### src/rtl/rgb_integral_image_square_stats_macros.svh
// Assertion macros for the summed-area statistics block.
`ifndef RGB_INTEGRAL_IMAGE_SQUARE_STATS_MACROS_SVH
`define RGB_INTEGRAL_IMAGE_SQUARE_STATS_MACROS_SVH
`ifndef SYNTHESIS
// Consequent must hold in the same cycle as the antecedent.
`define RGBSAT_ASSERT_SAME(label, ante, cons, msg) \
  label: assert property (@(posedge clk) disable iff (rst) (ante) |-> (cons)) \
    else $error(msg);
// Consequent must hold in the cycle after the antecedent.
`define RGBSAT_ASSERT_NEXT(label, ante, cons, msg) \
  label: assert property (@(posedge clk) disable iff (rst) (ante) |=> (cons)) \
    else $error(msg);
`else
`define RGBSAT_ASSERT_SAME(label, ante, cons, msg)
`define RGBSAT_ASSERT_NEXT(label, ante, cons, msg)
`endif
`endif

### src/rtl/rgbsat_pkg.sv
// Shared types and constants of the summed-area statistics block.
package rgbsat_pkg;

  localparam int PIX_W     = 8;
  localparam int COORD_W   = 9;
  localparam int SIDE_W    = 4;
  localparam int DIM_REG_W = 10;
  localparam int CFG_IDX_W = 2;
  localparam int STATUS_W  = 2;
  localparam int SUM_OUT_W = 26;
  localparam int SQ_OUT_W  = 34;
  localparam int VAR_W     = 54;
  localparam int DIM_RESET = 512;

  typedef enum logic [STATUS_W-1:0] {
    ST_OK         = 2'd0,
    ST_RANGE      = 2'd1,
    ST_NOT_LOADED = 2'd2
  } status_t;

  localparam logic ACT_LOAD  = 1'b0;
  localparam logic ACT_QUERY = 1'b1;

  localparam logic [CFG_IDX_W-1:0] REG_IMAGE_WIDTH  = 2'd0;
  localparam logic [CFG_IDX_W-1:0] REG_IMAGE_HEIGHT = 2'd1;

  localparam logic [1:0] CH_RED   = 2'd0;
  localparam logic [1:0] CH_GREEN = 2'd1;
  localparam logic [1:0] CH_BLUE  = 2'd2;

  // Corners of a box: bottom-right is added, bottom-left and top-right are
  // subtracted, top-left is added back.
  typedef enum logic [1:0] {
    CORNER_BR = 2'd0,
    CORNER_BL = 2'd1,
    CORNER_TR = 2'd2,
    CORNER_TL = 2'd3
  } corner_t;

  typedef struct packed {
    logic    ld_start;
    logic    ld_write;
    logic    q_start;
    logic    rd_en;
    corner_t corner;
    logic    mul_en;
    logic [1:0] mul_ch;
    logic    var_en;
    logic    out_load;
    status_t out_status;
  } cmd_t;

  typedef struct packed {
    logic loaded;
    logic query_fits;
  } sts_t;

endpackage

### src/rtl/rgbsat_ctrl.sv
// Sequencer of the summed-area statistics block: loads, corner reads, result hand-off.
module rgbsat_ctrl (
  input  logic               clk,
  input  logic               rst,
  input  logic               req_valid,
  input  logic               req_action,
  output logic               req_ready,
  output logic               rsp_valid,
  input  logic               rsp_ready,
  input  rgbsat_pkg::sts_t   sts,
  output rgbsat_pkg::cmd_t   cmd
);

  typedef enum logic [4:0] {
    S_IDLE  = 5'b00001,
    S_LD_WR = 5'b00010,
    S_Q_RD  = 5'b00100,
    S_Q_FIN = 5'b01000,
    S_DONE  = 5'b10000
  } state_t;

  // Four corner reads, then five finishing steps: one for the last
  // accumulation, three squarings and one last variance update.
  localparam logic [2:0] LAST_CORNER = 3'd3;
  localparam logic [2:0] FIRST_MUL   = 3'd1;
  localparam logic [2:0] LAST_MUL    = 3'd3;
  localparam logic [2:0] FIRST_VAR   = 3'd2;
  localparam logic [2:0] LAST_FIN    = 3'd4;

  state_t                state, state_next;
  logic [2:0]            step, step_next;
  rgbsat_pkg::status_t   res_status, res_status_next;

  always_comb begin
    cmd             = '0;
    state_next      = state;
    step_next       = step;
    res_status_next = res_status;
    req_ready       = 1'b0;
    unique case (state)
      S_IDLE: begin
        req_ready = 1'b1;
        if (req_valid) begin
          unique case (req_action)
            rgbsat_pkg::ACT_LOAD: begin
              // Pixels beyond the image are taken and dropped.
              if (!sts.loaded) begin
                cmd.ld_start = 1'b1;
                state_next   = S_LD_WR;
              end
            end
            rgbsat_pkg::ACT_QUERY: begin
              if (!sts.loaded) begin
                res_status_next = rgbsat_pkg::ST_NOT_LOADED;
                state_next      = S_DONE;
              end else if (!sts.query_fits) begin
                res_status_next = rgbsat_pkg::ST_RANGE;
                state_next      = S_DONE;
              end else begin
                res_status_next = rgbsat_pkg::ST_OK;
                cmd.q_start     = 1'b1;
                step_next       = '0;
                state_next      = S_Q_RD;
              end
            end
            default: ;
          endcase
        end
      end
      S_LD_WR: begin
        cmd.ld_write = 1'b1;
        state_next   = S_IDLE;
      end
      S_Q_RD: begin
        cmd.rd_en  = 1'b1;
        cmd.corner = rgbsat_pkg::corner_t'(step[1:0]);
        if (step == LAST_CORNER) begin
          step_next  = '0;
          state_next = S_Q_FIN;
        end else begin
          step_next = step + 3'd1;
        end
      end
      S_Q_FIN: begin
        cmd.mul_en = (step >= FIRST_MUL) && (step <= LAST_MUL);
        cmd.mul_ch = 2'(step - FIRST_MUL);
        cmd.var_en = (step >= FIRST_VAR);
        if (step == LAST_FIN) begin
          step_next  = '0;
          state_next = S_DONE;
        end else begin
          step_next = step + 3'd1;
        end
      end
      S_DONE: begin
        if (!rsp_valid || rsp_ready) begin
          cmd.out_load   = 1'b1;
          cmd.out_status = res_status;
          state_next     = S_IDLE;
        end
      end
      default: state_next = S_IDLE;
    endcase
  end

  always_ff @(posedge clk) begin
    if (rst) begin
      state      <= S_IDLE;
      step       <= '0;
      res_status <= rgbsat_pkg::ST_OK;
      rsp_valid  <= 1'b0;
    end else begin
      state      <= state_next;
      step       <= step_next;
      res_status <= res_status_next;
      if (cmd.out_load) begin
        rsp_valid <= 1'b1;
      end else if (rsp_ready) begin
        rsp_valid <= 1'b0;
      end
    end
  end

endmodule

### config.mk
export PLATFORM = sky130hd
export DESIGN_NAME = rgbsat_ctrl
export DESIGN_NICKNAME = d
export VERILOG_FILES = /design/src/rtl/rgb_integral_image_square_stats_macros.svh /design/src/rtl/rgbsat_pkg.sv /design/src/rtl/rgbsat_ctrl.sv
export SDC_FILE = /design/constraint.sdc
export NUM_CORES = 1
export LEC_CHECK = 0
export BUFFER_PORTS_ARGS = -buffer_cell sky130_fd_sc_hd__buf_2
export CORE_UTILIZATION = 49
export CTS_CLUSTER_SIZE = 24
export DETAILED_ROUTE_END_ITERATION = 6
export GPL_TIMING_DRIVEN = 0
export PLACE_DENSITY = 0.85
export SYNTH_ARGS = -nofsm -noshare
export SYNTH_HDL_FRONTEND = slang
export SYNTH_SLANG_ARGS = --single-unit
### constraint.sdc
create_clock -name clk -period 1.95 [get_ports clk]
set_input_delay 0.39 -clock clk [delete_from_list [all_inputs] [get_ports clk]]
set_output_delay 0.39 -clock clk [all_outputs]
set_load 0.02 [all_outputs]
; Word level (Yosys, flattened, before mapping)
; Index checks and enable logic that the tools add are counted.
[word_totals]
inputBits = 7
word_cells = 68
out_inout_bits = 15
regBits = 11
[classes]
n_lt_le_gt_ge = 3
n_bitwise = 1
n_addsub = 2
n_mux = 35
eq_ne = 15
reduce_logical = 8
[ops]
columns = operator, count
row1 = $mux 5, 7
row2 = $mux 3, 9
row3 = $pmux 5 s4, 1
row4 = $mux 1, 14
row5 = $ne 2x2->1 const B, 7
row6 = $pmux 5 s2, 1
row7 = $reduce_and 5->1, 2
row8 = $pmux 3 s3, 1
row9 = $eq 5x1->1 const B, 1
row10 = $eq 5x2->1 const B, 1
row11 = $eq 5x3->1 const B, 1
row12 = $eq 5x4->1 const B, 1
row13 = $eq 5x5->1 const B, 1
row14 = $mux 4, 1
row15 = $add 3x1->3 const B, 1
row16 = $eq 3x2->1 const B, 1
row17 = $eq 3x3->1 const B, 1
row18 = $ge 3x1->1 const B, 1
row19 = $ge 3x2->1 const B, 1
row20 = $le 3x2->1 const B, 1
row21 = $ne 3x3->1 const B, 1
row22 = $reduce_and 3->1, 1
row23 = $reduce_bool 3->1, 1
row24 = $mux 2, 1
row25 = 6 further kinds, 6

; Depth between registers and ports, before layout
[depth]
word_depth = 5
mapped_depth = 6
depth_no_buf = 6

; Worst setup path before layout
; Ideal clock, no wire load.
[synth_path]
kind = reg-to-output
start = register state[4]
end = output cmd[6] (netlist bit)
t_required_ps = 1560
arrival_ps = 1498
path_stages_with_launch = 4
path_buffers = 0
slack_ps = 62
cell_sequence = dfxtp_1 nor3_2 nand2_1 nor4_1
[synth_lines]
columns = item, line_no
row1 = "start, declared", rgbsat_ctrl.sv:30  ; state_t state, state_next;
row2 = "start signal, assigned", rgbsat_ctrl.sv:113  ; state <= state_next;
row3 = "end, declared", rgbsat_ctrl.sv:11  ; output rgbsat_pkg::cmd_t cmd

==> metrics.csv <==
stage;metric;value;unit
outcome;status;finished, final reports clean;
detailed_routing;drcViolationCount;0;
critical_path;crit_fanout;5;
global_route;grt_usage;0.2436;
sta;worst_slew_pin_slew;0.4427;ns
detailed_routing;antenna_left;0;
final_layout;final_common_cell;buf_2;
power;cellLeakagePower;0.4682;nW
place;dp_hpwl;1.289;mm
sta;slew_viol_final;0;
sta;post-route-period-util;0.9977;
die;die_h;41.27;microns
synth;synth.avg_cell_area;8.397;sq um
synth;yosysWarnings;0;
sta;setup_viol_count_final;0;
place;gp_congestion;0.8555;
synth;syn-cell-area;755.7;sq um
critical_path;crit_required;1.56;ns
synth;synth-seq-cells;11;
critical_path;critPathLaunchType;flip-flop;
critical_path;worst_setup_path_end_kind;output pin;
synth;syn_nets;103;
die;start_util;0.5531;
final_layout;nets;137;
sta;fin_setup_tns;0;ns
synth;ys_types;35;
final_layout;area_growth;40.23;%
final_layout;fillers;90;
worst_hold_path;hp-class;input pin to flip-flop;
global_route;grt_max_degree;11;
cts;cts-root-buf;clkbuf_4;
cts;clk_pin_slew_worst_paths;0.07;ns
sta;rsz0062_at_grt;true;
die;rows;13;
die;coreArea;1366;sq um
cts;cts_buffers;3;
detailed_routing;wl_per_cell;13.83;microns
sta;hold_viol_final;0;
final_layout;drive_gt1_frac;0.4553;
critical_path;critical_path_arrival;1.56;ns
final_layout;final_cell_mix;buf_2, buf_4, nor2_1;
place;dpl.cell_count;126;
final_layout;fin_cells;138;
cts;cts_tree;built;
global_route;grt_first_pass_wirelength;2.615;mm
global_route;antenna_found_initial;0;
critical_path;path_class;flip-flop to output pin;
cts;clock_path_buffers;2;
cts;htreeDepth;1;
synth;yosysSeqAreaShare;0.2914;
sta;fmax;514.0;MHz
detailed_routing;drtIter0Drc;28;
sta;post-route-min-period;1.946;ns
die;ios;22;
die;design.die.area;1703;sq um
synth;synthCells;90;
critical_path;r2r_start;state[4]$_SDFFE_PP0P_;
global_route;overflow;0;
power;ir_drop;0.0003990;V
place;io_buffers;21;
sta;maxSlewHeadroom;0.7048;
final_layout;n_antenna_cell;0;
power;powerDensity;510.5;nW/um^2
detailed_routing;routed_wl;1.909;mm
cts;clkSinkCount;11;
worst_hold_path;hp-start;rst;
critical_path;startpoint;state[4]$_SDFFE_PP0P_;
job;maxCapViolations;0;
cts;clkLatencyLatePin;0.27;ns
detailed_routing;vias_per_cell;5.775;
detailed_routing;vias;797;
detailed_routing;drt-pass1-iter-count;4;
sta;skew;0.0003424;ns
global_route;grt_pass1_vias;604;
die;fp.dieW;41.27;microns
==> what timing repair did <==
action / 4_1_cts / 5_1_grt
setup endpoints to repair: 8 / 9
gates cloned: 0 / 0
gates resized for setup: 10 / 19
endpoints found under the hold margin: 0 / 0
hold buffers: 0 / 0
pin swaps: 4 / 5
buffers inserted: 4 / 4
==> worst max-delay path, cell delays in order (launching register included) <==
cell and delay [ns]:
dfxtp_4 0.37, or3_4 0.39, or2_4 0.26, inv_2 0.06, buf_4 0.10, buf_6 0.10
==> synth_stat cells <==
cell type / instances / area share
inv_1: 5 / 0.025
o41ai_1: 2 / 0.023
and4_1: 1 / 0.012
a32oi_1: 1 / 0.012
clkbuf_1: 1 / 0.0050
a21o_1: 1 / 0.0099
inv_2: 2 / 0.0099
nand3_1: 1 / 0.0066
and3b_1: 1 / 0.012
o21a_1: 1 / 0.0099
nand4_4: 1 / 0.028
mux2i_1: 2 / 0.026
ha_1: 6 / 0.099
o21ai_0: 1 / 0.0066
nand3b_1: 2 / 0.020
o22ai_2: 1 / 0.017
nor3_1: 5 / 0.033
nor4b_1: 1 / 0.012
or3_1: 3 / 0.025
or2_4: 1 / 0.012
a2bb2oi_1: 1 / 0.012
o31ai_1: 2 / 0.020
nand2_1: 5 / 0.025
nand2b_1: 3 / 0.025
nor2b_1: 2 / 0.017
nor3_2: 1 / 0.013
nor2_1: 10 / 0.050
and2_1: 4 / 0.033
a21oi_1: 6 / 0.040
nor4_1: 2 / 0.017
buf_6: 1 / 0.015
o211ai_1: 1 / 0.0099
buf_4: 1 / 0.0099
dfxtp_1: 11 / 0.29
o32ai_2: 1 / 0.022
==> metrics by stage <==
step | power (mW) | hold slack [ns] | instance area, sq um | setup WS [ns] | util
2_1_floorplan | 0.3208 | 0.4515 | 755.7 | 0.06157 | -
3_3_place_gp | 0.3491 | 0.4711 | 879.6 | 0.2062 | 0.6438
3_5_place_dp | 0.3515 | 0.4918 | 879.6 | 0.2105 | 0.6438
4_1_cts | 0.5242 | 0.3714 | 967.2 | -0.008434 | 0.7079
5_1_grt | 0.5733 | 0.3675 | 1060 | -0.06574 | 0.7756
6_report | 0.5410 | 0.3739 | 1060 | 0.004420 | 0.7756
==> power by group <==
part	switching, mW	leakage, nW	total (mW)	internal [mW]
registers	0.0138	0.0928	0.246	0.232
clock network	0.0790	0.0150	0.158	0.0794
logic	0.0698	0.360	0.136	0.0667
==> cell type report <==
cell class / instances / area [sq um] / area share
Timing Repair Buffer: 29 / 191.4 / 0.1806
Multi-Input combinational cell: 69 / 539.3 / 0.5089
Clock buffer: 4 / 26.28 / 0.02479
Inverter: 7 / 28.78 / 0.02715
Sequential cell: 11 / 232.7 / 0.2196
Buffer: 3 / 22.52 / 0.02125
Tap cell: 15 / 18.77 / 0.01771
==> kinds of logic (layout without fill, tap and decap cells) <==
kind of cell | Yosys count | in the layout | share of synthesized area
multiplexers | 2 | 2 | 0.02649
buffers and inverters | 10 | 43 | 0.06457
AND/OR/NAND/NOR | 43 | 43 | 0.3377
AO/OA/AOI/OAI | 18 | 18 | 0.1805
adder cells (fa/ha/maj) | 6 | 6 | 0.09934
flip-flops | 11 | 11 | 0.2914
==> state kept, by name (all words and copies together) (netlist names) <==
| name | count |
|---|---|
| res_status | 2 |
| rsp_valid | 1 |
| state | 5 |
| step | 3 |
==> per-layer routing <==
metal,GRT usage,share of wire,vias up
li1,-,-,390
met1,0.2997,0.43,370
met2,0.3828,0.49,35
met3,0.08152,0.063,2
met4,0.1048,0.012,0
met5,0,0,-
==> final timing paths <==
kind / cells past startpoint / slack (ns) / to
worst max-delay path: 5 / 0.004 / cmd[9]
worst min-delay path: 2 / 0.37 / step[1]$_SDFFE_PP0P_
worst max register to register: 4 / 0.45 / step[2]$_SDFFE_PP0P_
worst min register to register: 2 / 0.51 / res_status[0]$_SDFFE_PP0P_
Note: power is estimated with default switching activity, not from simulation.
